File: config.mk
export PLATFORM = sky130hd
export DESIGN_NAME = window_deviation_strike_detector_top
export DESIGN_NICKNAME = d
export VERILOG_FILES = /design/src/rtl/wdsd_pkg.sv /design/src/rtl/window_deviation_strike_detector_top.sv
export SDC_FILE = /design/constraint.sdc
export NUM_CORES = 1
export LEC_CHECK = 0
export BUFFER_PORTS_ARGS = -buffer_cell sky130_fd_sc_hd__buf_2
export CORE_MARGIN = 5
export CORE_UTILIZATION = 56
export CTS_CLUSTER_DIAMETER = 50
export DETAILED_ROUTE_END_ITERATION = 7
export GPL_ROUTABILITY_DRIVEN = 1
export PLACE_DENSITY = 0.83
export SLEW_MARGIN = 20
export SYNTH_ARGS = -nofsm -noshare
export SYNTH_HDL_FRONTEND = slang
export SYNTH_SLANG_ARGS = --single-unit
export TNS_END_PERCENT = 50
File: constraint.sdc
create_clock -name clk -period 12 [get_ports clk]
set_input_delay 0.6 -clock clk [delete_from_list [all_inputs] [get_ports clk]]
set_output_delay 0.6 -clock clk [all_outputs]
set_load 0.05 [all_outputs]
File: src/rtl/wdsd_pkg.sv
`timescale 1ns / 1ps

package wdsd_pkg;

  // Field widths
  localparam int unsigned NOW_W    = 48;
  localparam int unsigned HEIGHT_W = 24;
  localparam int unsigned SPEED_W  = 24;
  localparam int unsigned PERIOD_W = 16;
  localparam int unsigned LIMIT_W  = 23;
  localparam int unsigned STRIKE_W = 4;

  // Default window length
  localparam int unsigned WINDOW_DEF = 20;

  // Configuration bus
  localparam int unsigned ADDR_W = 4;
  localparam int unsigned DATA_W = 32;

  // Register indexes (byte address / 4)
  localparam logic [1:0] REG_CHECK_PERIOD = 2'd0;
  localparam logic [1:0] REG_HEIGHT_LIMIT = 2'd1;
  localparam logic [1:0] REG_STRIKE_LIMIT = 2'd2;

  // Register reset values
  localparam logic [PERIOD_W-1:0] CHECK_PERIOD_RST = 16'd1000;
  localparam logic [LIMIT_W-1:0]  HEIGHT_LIMIT_RST = 23'd200;
  localparam logic [STRIKE_W-1:0] STRIKE_LIMIT_RST = 4'd3;

endpackage

File: src/rtl/window_deviation_strike_detector_top.sv
`timescale 1ns / 1ps

// Window deviation strike detector.
// Input channel (in_valid / in_stall) carries one sample item: time stamp in ms,
// signed height in cm and signed vertical speed. Result channel (out_valid /
// out_stall) returns one item per sample: checked, floating, suspect and the
// strike count after that sample.
// Heights go into a ring of the last WINDOW samples with a running sum; a
// periodic check compares |WINDOW*height - sum| against WINDOW*height_limit.
// Throughput: one item per cycle while the receiver does not stall. An accepted
// item passes through one input register and one single-pass compute stage into
// the result register, which drives out_valid. The path is set by the running-sum
// update and the deviation compare, both done in the same cycle so the next
// sample sees them.
// When the receiver stalls, the result register holds and the input register
// still takes one more item; in_stall rises only once both are full.
// Configuration goes through the APB port (registers at 0x0, 0x4, 0x8); the
// user must write it only while the block is idle; the block does not enforce it.
// Reset (rst_n low, synchronous) empties both registers, clears the window
// fill, sum, pointer, check time and strike count, and restores register
// defaults. Ring contents are not reset; the fill count guards them.

module window_deviation_strike_detector_top #(
  parameter int unsigned WINDOW = wdsd_pkg::WINDOW_DEF
) (
  input  logic                                 clk,
  input  logic                                 rst_n,

  input  logic                                 in_valid,
  output logic                                 in_stall,
  input  logic [wdsd_pkg::NOW_W-1:0]           in_now_ms,
  input  logic signed [wdsd_pkg::HEIGHT_W-1:0] in_height,
  input  logic signed [wdsd_pkg::SPEED_W-1:0]  in_vertical_speed,

  output logic                                 out_valid,
  input  logic                                 out_stall,
  output logic                                 out_checked,
  output logic                                 out_floating,
  output logic                                 out_suspect,
  output logic [wdsd_pkg::STRIKE_W-1:0]        out_strike_count,

  input  logic                                 psel,
  input  logic                                 penable,
  input  logic                                 pwrite,
  input  logic [wdsd_pkg::ADDR_W-1:0]          paddr,
  input  logic [wdsd_pkg::DATA_W-1:0]          pwdata,
  output logic [wdsd_pkg::DATA_W-1:0]          prdata,
  output logic                                 pready
);

  localparam int unsigned PTR_W  = $clog2(WINDOW);
  localparam int unsigned FILL_W = $clog2(WINDOW + 1);
  localparam int unsigned SUM_W  = wdsd_pkg::HEIGHT_W + $clog2(WINDOW);
  localparam int unsigned DEV_W  = SUM_W + 1;
  localparam logic signed [SUM_W-1:0] WIN_S    = SUM_W'(WINDOW);
  localparam logic [DEV_W-1:0]        WIN_U    = DEV_W'(WINDOW);
  localparam logic [FILL_W-1:0]       FILL_MAX = FILL_W'(WINDOW);
  localparam logic [FILL_W-1:0]       FILL_LST = FILL_W'(WINDOW - 1);
  localparam logic [PTR_W-1:0]        PTR_LST  = PTR_W'(WINDOW - 1);

  // Configuration registers
  logic [wdsd_pkg::PERIOD_W-1:0] period_r;
  logic [wdsd_pkg::LIMIT_W-1:0]  limit_r;
  logic [wdsd_pkg::STRIKE_W-1:0] strike_lim_r;
  logic                          cfg_wr;

  // Input register
  logic                                 in_vld_r;
  logic [wdsd_pkg::NOW_W-1:0]           now_r;
  logic signed [wdsd_pkg::HEIGHT_W-1:0] height_r;
  logic signed [wdsd_pkg::SPEED_W-1:0]  speed_r;

  // Window and check state
  logic signed [wdsd_pkg::HEIGHT_W-1:0] ring_r [WINDOW];
  logic [PTR_W-1:0]              ptr_r, ptr_nxt;
  logic [FILL_W-1:0]             fill_r, fill_nxt;
  logic signed [SUM_W-1:0]       sum_r, sum_nxt;
  logic [wdsd_pkg::NOW_W-1:0]    last_r, last_nxt;
  logic [wdsd_pkg::STRIKE_W-1:0] strikes_r, strikes_nxt;

  // Result register
  logic                          out_vld_r;
  logic                          checked_r, checked_nxt;
  logic                          floating_r, floating_nxt;
  logic                          suspect_r, suspect_nxt;
  logic [wdsd_pkg::STRIKE_W-1:0] count_r;

  // Datapath temporaries
  logic                          adv;
  logic                          full;
  logic                          full_nxt;
  logic signed [SUM_W-1:0]       h_ext;
  logic signed [SUM_W-1:0]       win_h;
  logic signed [SUM_W-1:0]       old_h;
  logic signed [DEV_W-1:0]       dev;
  logic [DEV_W-1:0]              mag;
  logic [DEV_W-1:0]              thr;
  logic                          reset_time;
  logic [wdsd_pkg::NOW_W-1:0]    elapsed;
  logic [wdsd_pkg::STRIKE_W-1:0] inc;

  // Config write / read
  assign pready = 1'b1;
  assign cfg_wr = psel && penable && pwrite;

  always_ff @(posedge clk) begin
    if (!rst_n) begin
      period_r     <= wdsd_pkg::CHECK_PERIOD_RST;
      limit_r      <= wdsd_pkg::HEIGHT_LIMIT_RST;
      strike_lim_r <= wdsd_pkg::STRIKE_LIMIT_RST;
    end else if (cfg_wr) begin
      unique case (paddr[3:2])
        wdsd_pkg::REG_CHECK_PERIOD: period_r     <= pwdata[wdsd_pkg::PERIOD_W-1:0];
        wdsd_pkg::REG_HEIGHT_LIMIT: limit_r      <= pwdata[wdsd_pkg::LIMIT_W-1:0];
        wdsd_pkg::REG_STRIKE_LIMIT: strike_lim_r <= pwdata[wdsd_pkg::STRIKE_W-1:0];
        default: ;
      endcase
    end
  end

  always_comb begin
    unique case (paddr[3:2])
      wdsd_pkg::REG_CHECK_PERIOD: prdata = wdsd_pkg::DATA_W'(period_r);
      wdsd_pkg::REG_HEIGHT_LIMIT: prdata = wdsd_pkg::DATA_W'(limit_r);
      wdsd_pkg::REG_STRIKE_LIMIT: prdata = wdsd_pkg::DATA_W'(strike_lim_r);
      default:                    prdata = '0;
    endcase
  end

  // Flow control: compute stage advances when the result register is free
  assign adv      = !out_vld_r || !out_stall;
  assign in_stall = in_vld_r && !adv;

  // Input register
  always_ff @(posedge clk) begin
    if (!rst_n) begin
      in_vld_r <= 1'b0;
    end else if (!in_stall) begin
      in_vld_r <= in_valid;
    end
  end

  always_ff @(posedge clk) begin
    if (in_valid && !in_stall) begin
      now_r    <= in_now_ms;
      height_r <= in_height;
      speed_r  <= in_vertical_speed;
    end
  end

  // Window update
  always_comb begin
    full     = (fill_r == FILL_MAX);
    full_nxt = full || (fill_r == FILL_LST);
    fill_nxt = full ? fill_r : fill_r + 1'b1;
    h_ext    = SUM_W'(height_r);
    old_h    = SUM_W'(ring_r[ptr_r]);
    sum_nxt  = (full ? sum_r - old_h : sum_r) + h_ext;
    ptr_nxt  = (ptr_r == PTR_LST) ? '0 : ptr_r + 1'b1;
  end

  // Period check; a check time that snaps to now never triggers a check
  always_comb begin
    reset_time  = (last_r == '0) || (last_r > now_r);
    elapsed     = now_r - last_r;
    checked_nxt = !reset_time && (elapsed > wdsd_pkg::NOW_W'(period_r));
    if (checked_nxt || reset_time) begin
      last_nxt = now_r;
    end else begin
      last_nxt = last_r;
    end
  end

  // Deviation test against the window including this sample
  always_comb begin
    win_h        = h_ext * WIN_S;
    dev          = DEV_W'(win_h) - DEV_W'(sum_nxt);
    mag          = dev[DEV_W-1] ? DEV_W'(-dev) : DEV_W'(dev);
    thr          = DEV_W'(limit_r) * WIN_U;
    floating_nxt = checked_nxt && full_nxt && (speed_r == '0) && (mag > thr);
  end

  // Strike counting
  always_comb begin
    inc         = strikes_r + 1'b1;
    suspect_nxt = 1'b0;
    strikes_nxt = strikes_r;
    if (checked_nxt) begin
      if (floating_nxt) begin
        if (inc >= strike_lim_r) begin
          suspect_nxt = 1'b1;
          strikes_nxt = '0;
        end else begin
          strikes_nxt = inc;
        end
      end else begin
        strikes_nxt = '0;
      end
    end
  end

  // State registers
  always_ff @(posedge clk) begin
    if (!rst_n) begin
      ptr_r     <= '0;
      fill_r    <= '0;
      sum_r     <= '0;
      last_r    <= '0;
      strikes_r <= '0;
    end else if (in_vld_r && adv) begin
      ptr_r     <= ptr_nxt;
      fill_r    <= fill_nxt;
      sum_r     <= sum_nxt;
      last_r    <= last_nxt;
      strikes_r <= strikes_nxt;
    end
  end

  // Ring storage, no reset
  always_ff @(posedge clk) begin
    if (in_vld_r && adv) begin
      ring_r[ptr_r] <= height_r;
    end
  end

  // Result register
  always_ff @(posedge clk) begin
    if (!rst_n) begin
      out_vld_r <= 1'b0;
    end else if (adv) begin
      out_vld_r <= in_vld_r;
    end
  end

  always_ff @(posedge clk) begin
    if (in_vld_r && adv) begin
      checked_r  <= checked_nxt;
      floating_r <= floating_nxt;
      suspect_r  <= suspect_nxt;
      count_r    <= strikes_nxt;
    end
  end

  assign out_valid        = out_vld_r;
  assign out_checked      = checked_r;
  assign out_floating     = floating_r;
  assign out_suspect      = suspect_r;
  assign out_strike_count = count_r;

endmodule
# [Word-level counts from Yosys, hierarchy flattened]
# Memories as Yosys holds them, arrays and structs flattened. A register that Yosys moved wholly into a read port is not among the register bits.
# Index checks and enable logic that the tools add are counted.
[totals] regBits=239 ramBits=480 in_bits=139 out_inout_bits=42 word_cells=77 mem_count=1
[classes] n_addsub=8 mul=2 n_lt_le_gt_ge=4 n_eq_ne=5 mux=12 bitwise_logic=1 n_reduce_logical=27
[memory_table] name="ring_r" depth=20 width=24 rd=1 rd_clocked_by_memory_dff=1 wr=1 line="window_deviation_strike_detector_top.sv:74" source="logic signed [wdsd_pkg::HEIGHT_W-1:0] ring_r [WINDOW];"
[ops] op="case mux 23 bit (3 select lines)" count=1
[ops] op="greater-than comparator 48 x 16 -> 1 bit" count=1
[ops] op="greater-than comparator 48 bit" count=1
[ops] op="zero test 48 bit" count=1
[ops] op="subtractor 48 bit" count=1
[ops] op="greater-than comparator 30 x 28 -> 1 bit" count=1
[ops] op="two-way mux 30 bit" count=1
[ops] op="negation 30 bit" count=1
[ops] op="subtractor 29 x 29 -> 30 bit" count=1
[ops] op="adder 29 x 24 -> 29 bit" count=1
[ops] op="two-way mux 29 bit" count=1
[ops] op="subtractor 29 x 24 -> 29 bit" count=1
[ops] op="multiplier 24 x 4 -> 27 bit, second input constant" count=1
[ops] op="multiplier 23 x 3 -> 26 bit, second input constant" count=1
[ops] op="zero test 24 bit" count=1
[ops] op="equality test 5 bit, second input constant" count=3
[ops] op="two-way mux 5 bit" count=3
[ops] op="two-way mux 4 bit" count=3
[ops] op="AND reduction 2 bit" count=6
[ops] op="adder 5 x 1 -> 5 bit, second input constant" count=2
[ops] op="logical AND 1 bit" count=9
[ops] op="zero test 1 bit" count=5
[ops] op="adder 4 x 1 -> 4 bit, second input constant" count=1
[ops] op="greater-or-equal comparator 4 bit" count=1
[ops] op="other kinds (6)" count=11

# [Logic depth before layout (Yosys ltp)]
# Gate-level depths: netlist of the first run.
[depth] depth_word=10 mapped_depth=51 mapped_depth_nobuf=46

# [Worst setup path after synthesis of the first run]
# OpenSTA, ideal clock, no wires.
[synth_timing] kind="register to register" from="register with a tool-made name" to="register count_r, in the netlist out_strike_count[3], data pin" setup_time_ns=0.258 arrival_time_ns=11.631 required_ns=11.742 path_slack_ns=0.111 stages_incl_launch_ff=49 n_path_buf=8 period_less_slack_ns=11.889 path_cell_list="dfxtp_1 buf_1 clkbuf_1 clkbuf_1 buf_1 mux4_2 mux2i_1 ha_1 a21oi_1 o22ai_1 or3_1 a21oi_1 xor2_1 o21ai_0 ha_1 or3_1 o21ai_0 o21ai_0 [13 not listed] clkbuf_1 clkbuf_1 nand2_1 xnor2_1 ha_1 nor2b_1 o21a_1 o21a_1 o21a_1 o21ai_0 a21oi_1 a2111oi_0 nor2_1 or4b_1 o311ai_1 nand4bb_1 buf_2 o21ai_1"
[synth_rtl] item="end signal: assignment" line="window_deviation_strike_detector_top.sv:240" source="count_r <= strikes_nxt;"
[synth_rtl] item="end: declaration" line="window_deviation_strike_detector_top.sv:86" source="logic [wdsd_pkg::STRIKE_W-1:0] count_r;"

==> results of run 1 <==
-- stage by stage --
stage | area, um2 | instances | TNS [ns] | hold WS, ns | total power (W)
3_3_place_gp | 40800 | 4184 | 0 | 0.460 | 0.00464
4_1_cts | 43400 | 4329 | 0 | 0.108 | 0.00708
6_report | 43600 | 4333 | 0 | 0.127 | 0.00709
3_5_place_dp | 40800 | 4184 | 0 | 0.473 | 0.00468
5_1_grt | 43600 | 4333 | -0.613 | 0.118 | 0.00745
2_1_floorplan | 39000 | 3176 | 0 | 0.449 | 0.00427
-- layout make-up --
| class | instances | share of cell area [%] |
|---|---|---|
| sequential | 724 | 46.6 |
| inverter | 133 | 1.15 |
| multi-input combinational | 2188 | 40.7 |
| timing repair buffer | 212 | 2.98 |
| clock buffer | 92 | 4.72 |
| clock inverter | 53 | 1.17 |
| tap | 931 | 2.67 |
-- report_power, final --
part / leakage, nW / internal (W) / switching [W]
clock network: 1.25 / 0.00138 / 0.00103
logic: 8.48 / 0.000805 / 0.00105
registers: 6.47 / 0.00276 / 0.0000654
-- layout by cell type, fill, tap and decap left out, types with 16 or more instances in the layout --
master / synthesis / layout
nand4_1: 39 / 39
nand2_1: 222 / 221
or3_1: 24 / 24
edfxtp_1: 583 / 583
mux4_2: 144 / 144
dfxtp_1: 141 / 138
xnor2_1: 102 / 102
o21a_1: 31 / 31
nor2_2: 0 / 20
nor3_1: 47 / 46
o211ai_1: 21 / 21
and3_1: 20 / 20
nor4_1: 35 / 35
ha_1: 280 / 279
a31oi_1: 18 / 16
clkinv_1: 0 / 16
o31ai_1: 21 / 21
nor2_1: 239 / 219
buf_2: 3 / 159
buf_4: 13 / 44
xor2_1: 71 / 70
and2_1: 22 / 22
mux2i_1: 93 / 93
inv_1: 131 / 131
clkbuf_16: 0 / 82
nor2b_1: 24 / 23
a21o_1: 74 / 74
a21oi_1: 204 / 202
nand3_1: 73 / 72
o21ai_0: 127 / 122
nand2b_1: 36 / 36
-- what timing repair did --
action,CTS,global route
hold buffers,0,0
hold endpoints to repair,0,0
gates resized for setup,0,29
endpoints found under the setup margin,0,10
buffers inserted,0,2
-- critical path: cells and delay by family (launching register included) --
family	cells	cell delay, ns
DFF	1	0.45
xor gates and xnor gates	5	0.81
muxes	3	1.39
adders and majority gates	4	1.27
AOI/OAI and AO/OA	20	4.41
buffers and inverters	3	0.53
and+or+nand+nor	10	2.41
-- logic make-up (layout without fill, tap and decap cells) --
group,count (synthesis),after routing,share of synthesized area (%)
mux,241,241,10.8
buf+inv,264,490,2.76
compound gates,651,651,10.9
other cells,2,10,0.0193
xor+xnor,173,173,3.89
flops,724,724,52.2
simple gates,828,828,10.2
fa+ha+maj,285,285,9.25
-- registers in the layout, summed over array words and instances, names as in the netlist, 5 cells and up, named ones only --
signal and cells:
fill_r 5, height_r 24, last_r 48, limit_r 23
now_r 48, period_r 16, ptr_r 5, ring_r 480
speed_r 24, sum_r 29
-- layer usage --
metal  routed length, um  global-route usage (%)
met1               38800                    34.3
met2               48400                    43.2
met3                7750                    3.66
met4                2940                    7.04
met5                   0                       0
-- path summary, 6_finish.rpt --
check,endpoint,from,slack (ns),depth (start not counted)
max,out_strike_count[3]$_DFFE_PP_,register,0.45,45
min,speed_r[4]$_DFFE_PP_,in_vertical_speed[4],0.13,1
max reg2reg,out_strike_count[3]$_DFFE_PP_,register,0.45,45
min reg2reg,sum_r[0]$_SDFFE_PN0P_,sum_r[0]$_SDFFE_PN0P_,0.48,2
==> metrics.md, run 1 <==
| Metric | Value |
|---|---|
| Run status | `complete, no violations` |
| Setup crit start kind | `register` |
| Maximum number of pins on one net before global-route repair | `78` |
| Layout overhead on the synthesized area | `12.0%` |
| Source-to-sink clock delay at the later pin of the worst-skew pair | `0.65 ns` |
| Yosys top cell area share | `45.0%` |
| EDFF count, synth | `583` |
| Routed Antenna Nets | `0` |
| Net count reported at finish | `3763` |
| Share of layout cells above drive strength 1 | `16.4%` |
| Final standard cell utilization of the core | `63.4%` |
| Top-Level Pins | `181` |
| Antenna violations before repair | `1` |
| Crit Path Class | `reg2reg` |
| Number of max-capacitance violations reported | `0` |
| Half-perimeter wire length after placement | `63200 um` |
| Worst slew pin tran | `1.13 ns` |
| Worst slew margin relative to its limit | `24.8%` |
| Yosys cell types | `92` |
| Buffers added on ports | `159` |
| Cell with the most instances after synthesis | `edfxtp_1` |
| Count of antenna diodes in the layout | `0` |
| Buffer levels on the longest clock path | `3` |
| Primary flip-flop cell chosen by synthesis mapping | `edfxtp_1` |
| Average routed wire per standard cell | `22.6 um` |
| CTS Buf Count | `80` |
| Cell type with the largest total area after synthesis | `edfxtp_1` |
| Pre-CTS setup slack | `0.281 ns` |
| Violation count after the first detailed-route iteration | `2895` |
| Average size of a mapped cell | `12.3 um2` |
| Worst Path Required | `12.38 ns` |
| Row count | `96` |
| DRC violations left | `0` |
| Number of slew-limit violations in the final report | `0` |
| Wire length of the first global-routing pass | `149000 um` |
| Highest net fanout along the worst path | `15` |
| Tot GR Track Use | `25.3%` |
| Die Outline Area | `0.0749 mm2` |
| Critical path arrival | `11.93 ns` |
| Initial Utilization | `56.6%` |
| Overall die height | `274 um` |
| TritonCTS sink count | `724` |
| Power per standard cell area | `163 mW/mm2` |
| Clock tree from TritonCTS | `built` |
| Core outline area | `0.0688 mm2` |
| Vias after detailed routing | `27.2k` |
| CP peak stage delay | `0.64 ns` |
| Largest voltage drop on the vdd net | `0.129 mV` |
| Drt via density | `6.27` |
| Maximum operating frequency | `0.0866 GHz` |
| Number of warnings reported in the yosys synthesis log | `0` |
| Count of H-tree levels built during CTS | `3` |
| Number of storage elements in the synthesis netlist | `724` |
| Clock transition time at the flip-flop clock pins of the worst setup and hold paths | `0.06 ns` |
| Number of setup violations in the final report | `0` |
| Synth async-reset ratio | `0%` |
| Largest cells by area after synthesis | `edfxtp_1 45%, ha_1 9.0%, mux4_2 8.3%` |
| Worst setup EP type | `register` |
| Total congestion overflow after global routing | `0` |
| Detailed-route wire length | `97800 um` |
| Ranking of synthesized cells by instance count | `583 x edfxtp_1, 280 x ha_1, 239 x nor2_1` |
| Horizontal extent of the die | `274 um` |
| Area occupied by multi-input gates | `0.0177 mm2` |
| Final GP Congestion | `0.910` |
| Leak pwr | `16.2 nW` |
| Crit path setup slack, layout | `0.452 ns` |
| Seq/Total Area, Yosys | `52.2%` |
| Area of the mapped netlist | `0.0389 mm2` |
| Final count of hold timing violations | `0` |
| Master cell of the clock root buffer | `clkbuf_16` |
| Setup skew after layout | `0.0231 ns` |
| Cell at the slowest stage of the critical path | `or4b_2` |
| Number of detailed-route iterations in the first pass | `6` |
| Synthesized netlist cell count | `3168` |
| Post-route minimum period | `11.55 ns` |
| Final-layout fill cell count | `4969` |
| Tcrit/Tclk final | `96.2%` |
| HP Class | `in2reg` |
| Area used by sequential logic in the layout | `0.0203 mm2` |
| Number of global-route vias before repair | `26.7k` |
(Power assumes the default switching activity.)
==> run 2, diff against run 1 <==
- CORE_MARGIN: 5 -> 2
- CORE_UTILIZATION: 56 -> 58
- CTS_BUF_LIST: not set -> sky130_fd_sc_hd__clkbuf_8
- PLACE_DENSITY: 0.83 -> 0.85
==> run 2 against run 1 <==
Effect of this change: setup slack got worse by 0.056 ns; highest routed layer is now met5; critical endpoint is now out_strike_count[2]$_DFFE_PP_; first-iteration DRC count fell by 4.3%; critical path type unchanged; critical path depth rose by 1; routed wire length fell by 4.0%; hold slack got worse by 0.094 ns; sequential share of layout area rose by 0.39 points; combinational power barely moved; power fell by 5.2%.
==> metrics.md, run 2 (synthesis gave the netlist of run 1 again) <==
| Metric | Value |
|---|---|
| Critical path arrival | `12.09 ns` |
| Detailed-route wire length | `93900 um` |
| Setup crit start kind | `register` |
| Maximum number of pins on one net before global-route repair | `67` |
| Cell count after placement | `4119` |
| Setup skew after layout | `0.0727 ns` |
| Tot GR Track Use | `26.4%` |
| Initial Utilization | `58.9%` |
| Net count reported at finish | `3809` |
| Area used by sequential logic in the layout | `0.0203 mm2` |
| Area occupied by multi-input gates | `0.0177 mm2` |
| Master cell of the clock root buffer | `clkbuf_8` |
| Violation count after the first detailed-route iteration | `2770` |
| Most common cell after layout, fill and taps aside | `edfxtp_1` |
| Worst slew margin relative to its limit | `24.7%` |
| Most frequent cells in the layout | `583 x edfxtp_1, 280 x ha_1, 221 x nand2_1` |
| Total negative slack for setup checks | `0 ns` |
| Crit path setup slack, layout | `0.396 ns` |
| DRC violations left | `0` |
| Post-route minimum period | `11.60 ns` |
| CTS Buf Count | `110` |
| Number of global-route vias before repair | `26.8k` |
| Top-Level Pins | `181` |
| Register-to-Register Setup Slack | `0.40 ns` |
| Antenna violations before repair | `3` |
| Final GP Congestion | `0.940` |
| Cell at the slowest stage of the critical path | `or4b_1` |
| Worst slew pin tran | `1.13 ns` |
| Routed Antenna Nets | `0` |
| Buffer levels on the longest clock path | `3` |
| Number of slew-limit violations in the final report | `0` |
| Reg-to-reg endpoint | `out_strike_count[2]$_DFFE_PP_` |
| CP peak stage delay | `0.56 ns` |
| Count of H-tree levels built during CTS | `3` |
| Horizontal extent of the die | `263 um` |
| Run status | `complete, no violations` |
| Cell count of the worst hold path | `1` |
| Die Outline Area | `0.0692 mm2` |
| Average routed wire per standard cell | `21.6 um` |
| Total congestion overflow after global routing | `0` |
| Source-to-sink clock delay at the later pin of the worst-skew pair | `0.77 ns` |
| Clock transition time at the flip-flop clock pins of the worst setup and hold paths | `0.07 ns` |
| Final-layout fill cell count | `4658` |
| Wire length of the first global-routing pass | `145000 um` |
| Cell repeated most along the worst path | `o21ai_0` |
| Overall die height | `263 um` |
| Core outline area | `0.0661 mm2` |
| Number of setup violations in the final report | `0` |
| Drt via density | `6.27` |
| Worst setup EP type | `register` |
| Worst hold endpoint | `speed_r[11]$_DFFE_PP_` |
| Depth of the worst register-to-register path | `46` |
| Buffers added on ports | `159` |
| Worst path bufs/invs | `4` |
| Worst Path Required | `12.49 ns` |
| Number of max-capacitance violations reported | `0` |
| Number of detailed-route iterations in the first pass | `6` |
| Final count of hold timing violations | `0` |
| Largest voltage drop on the vdd net | `0.109 mV` |
| Family with the most delay on the worst path | `compound AO/OA/AOI/OAI gates` |
| Non-filler cells in the finished layout | `4346` |
| HP Class | `in2reg` |
| Power per standard cell area | `155 mW/mm2` |
| Worst-case hold slack | `0.0339 ns` |
| Register with the highest flop count | `ring_r` |
| Largest registers | `ring_r x480, last_r x48, now_r x48` |
| Tcrit/Tclk final | `96.7%` |
| Clock tree from TritonCTS | `built` |
| Row count | `94` |
| Number of flip-flops under the largest register name | `480` |
| Leak pwr | `16.2 nW` |
| Crit Path Class | `reg2reg` |
| TritonCTS sink count | `724` |
| Maximum operating frequency | `0.0862 GHz` |
| Vias after detailed routing | `27.3k` |
| Share of layout cells above drive strength 1 | `16.9%` |
| Half-perimeter wire length after placement | `62900 um` |
| Source of the worst hold timing path | `in_vertical_speed[11]` |
| Highest net fanout along the worst path | `21` |
| Layout overhead on the synthesized area | `11.1%` |
| Pre-CTS setup slack | `0.0656 ns` |
[run 2: cell count changes in the layout (fill, tap and decap cells not counted), sizes merged]
cell and delta:
clkinvlp -1, clkbuf +19, diode +3, dlygate4sd3 +11
inv +25, bufinv +1, clkinv +15, buf +7
[run 2: repair_timing]
| item | 4_1_cts | 5_1_grt |
|---|---|---|
| buffers inserted | 0 | 7 |
| endpoints found under the hold margin | 9 | 2 |
| hold buffers | 9 | 2 |
| endpoints found under the setup margin | 0 | 10 |
| gates resized for setup | 0 | 24 |
[run 2: per-stage QoR]
step	power [W]	instance area, um2	util (%)
after global placement	0.00462	40800	61.7
after floorplan	0.00427	39000	-
after global routing	0.00708	43200	65.4
final	0.00672	43200	65.4
after detailed placement	0.00467	40800	61.7
after CTS	0.00670	43100	65.2
[run 2: worst reg2reg max path, delay by kind of cell, from the launching register on]
| kind | cells | cell delay, ns |
|---|---|---|
| AO/OA/AOI/OAI | 23 | 4.87 |
| XOR/XNOR | 3 | 0.57 |
| adder cells (fa/ha/maj) | 4 | 1.54 |
| buffers and inverters | 4 | 0.72 |
| flip-flops | 1 | 0.52 |
| multiplexers | 3 | 1.26 |
| AND/OR/NAND/NOR | 9 | 1.90 |
[run 2: worst max-delay path by stage]
stage	from	end	slack (ns)	cells after the start
after detailed placement	register	out_strike_count[3]$_DFFE_PP_	0.07	43
after CTS	register	out_strike_count[3]$_DFFE_PP_	0.01	43
final	register	out_strike_count[2]$_DFFE_PP_	0.40	46
after floorplan	register	out_strike_count[3]$_DFFE_PP_	0.11	48
after global routing	register	strikes_r[2]$_SDFFE_PN0P_	-0.05	46
after global placement	register	out_strike_count[3]$_DFFE_PP_	0.33	44
[run 2: cell type report]
type,count,share of cell area (%)
diodes,3,0.0174
clock inverters,93,1.54
repair buffers,228,3.22
flip-flops and latches,724,47.0
clock buffers,113,3.60
multi-input cells,2188,40.9
inverters,133,1.16
well taps,864,2.50
[run 2: layer usage]
layer	share of wire (%)	vias to the layer above	global-route usage, %
met5	0.017	-	0
met1	41	13300	34.9
met3	7.0	258	4.18
met4	3.4	2	8.90
met2	49	1198	44.5
li1	-	12500	-
[run 2: power breakdown]
part           switching (W)  total [W]  internal [W]
combinational        0.00105    0.00185      0.000799
sequential         0.0000649    0.00283       0.00276
clock                0.00100    0.00205       0.00105
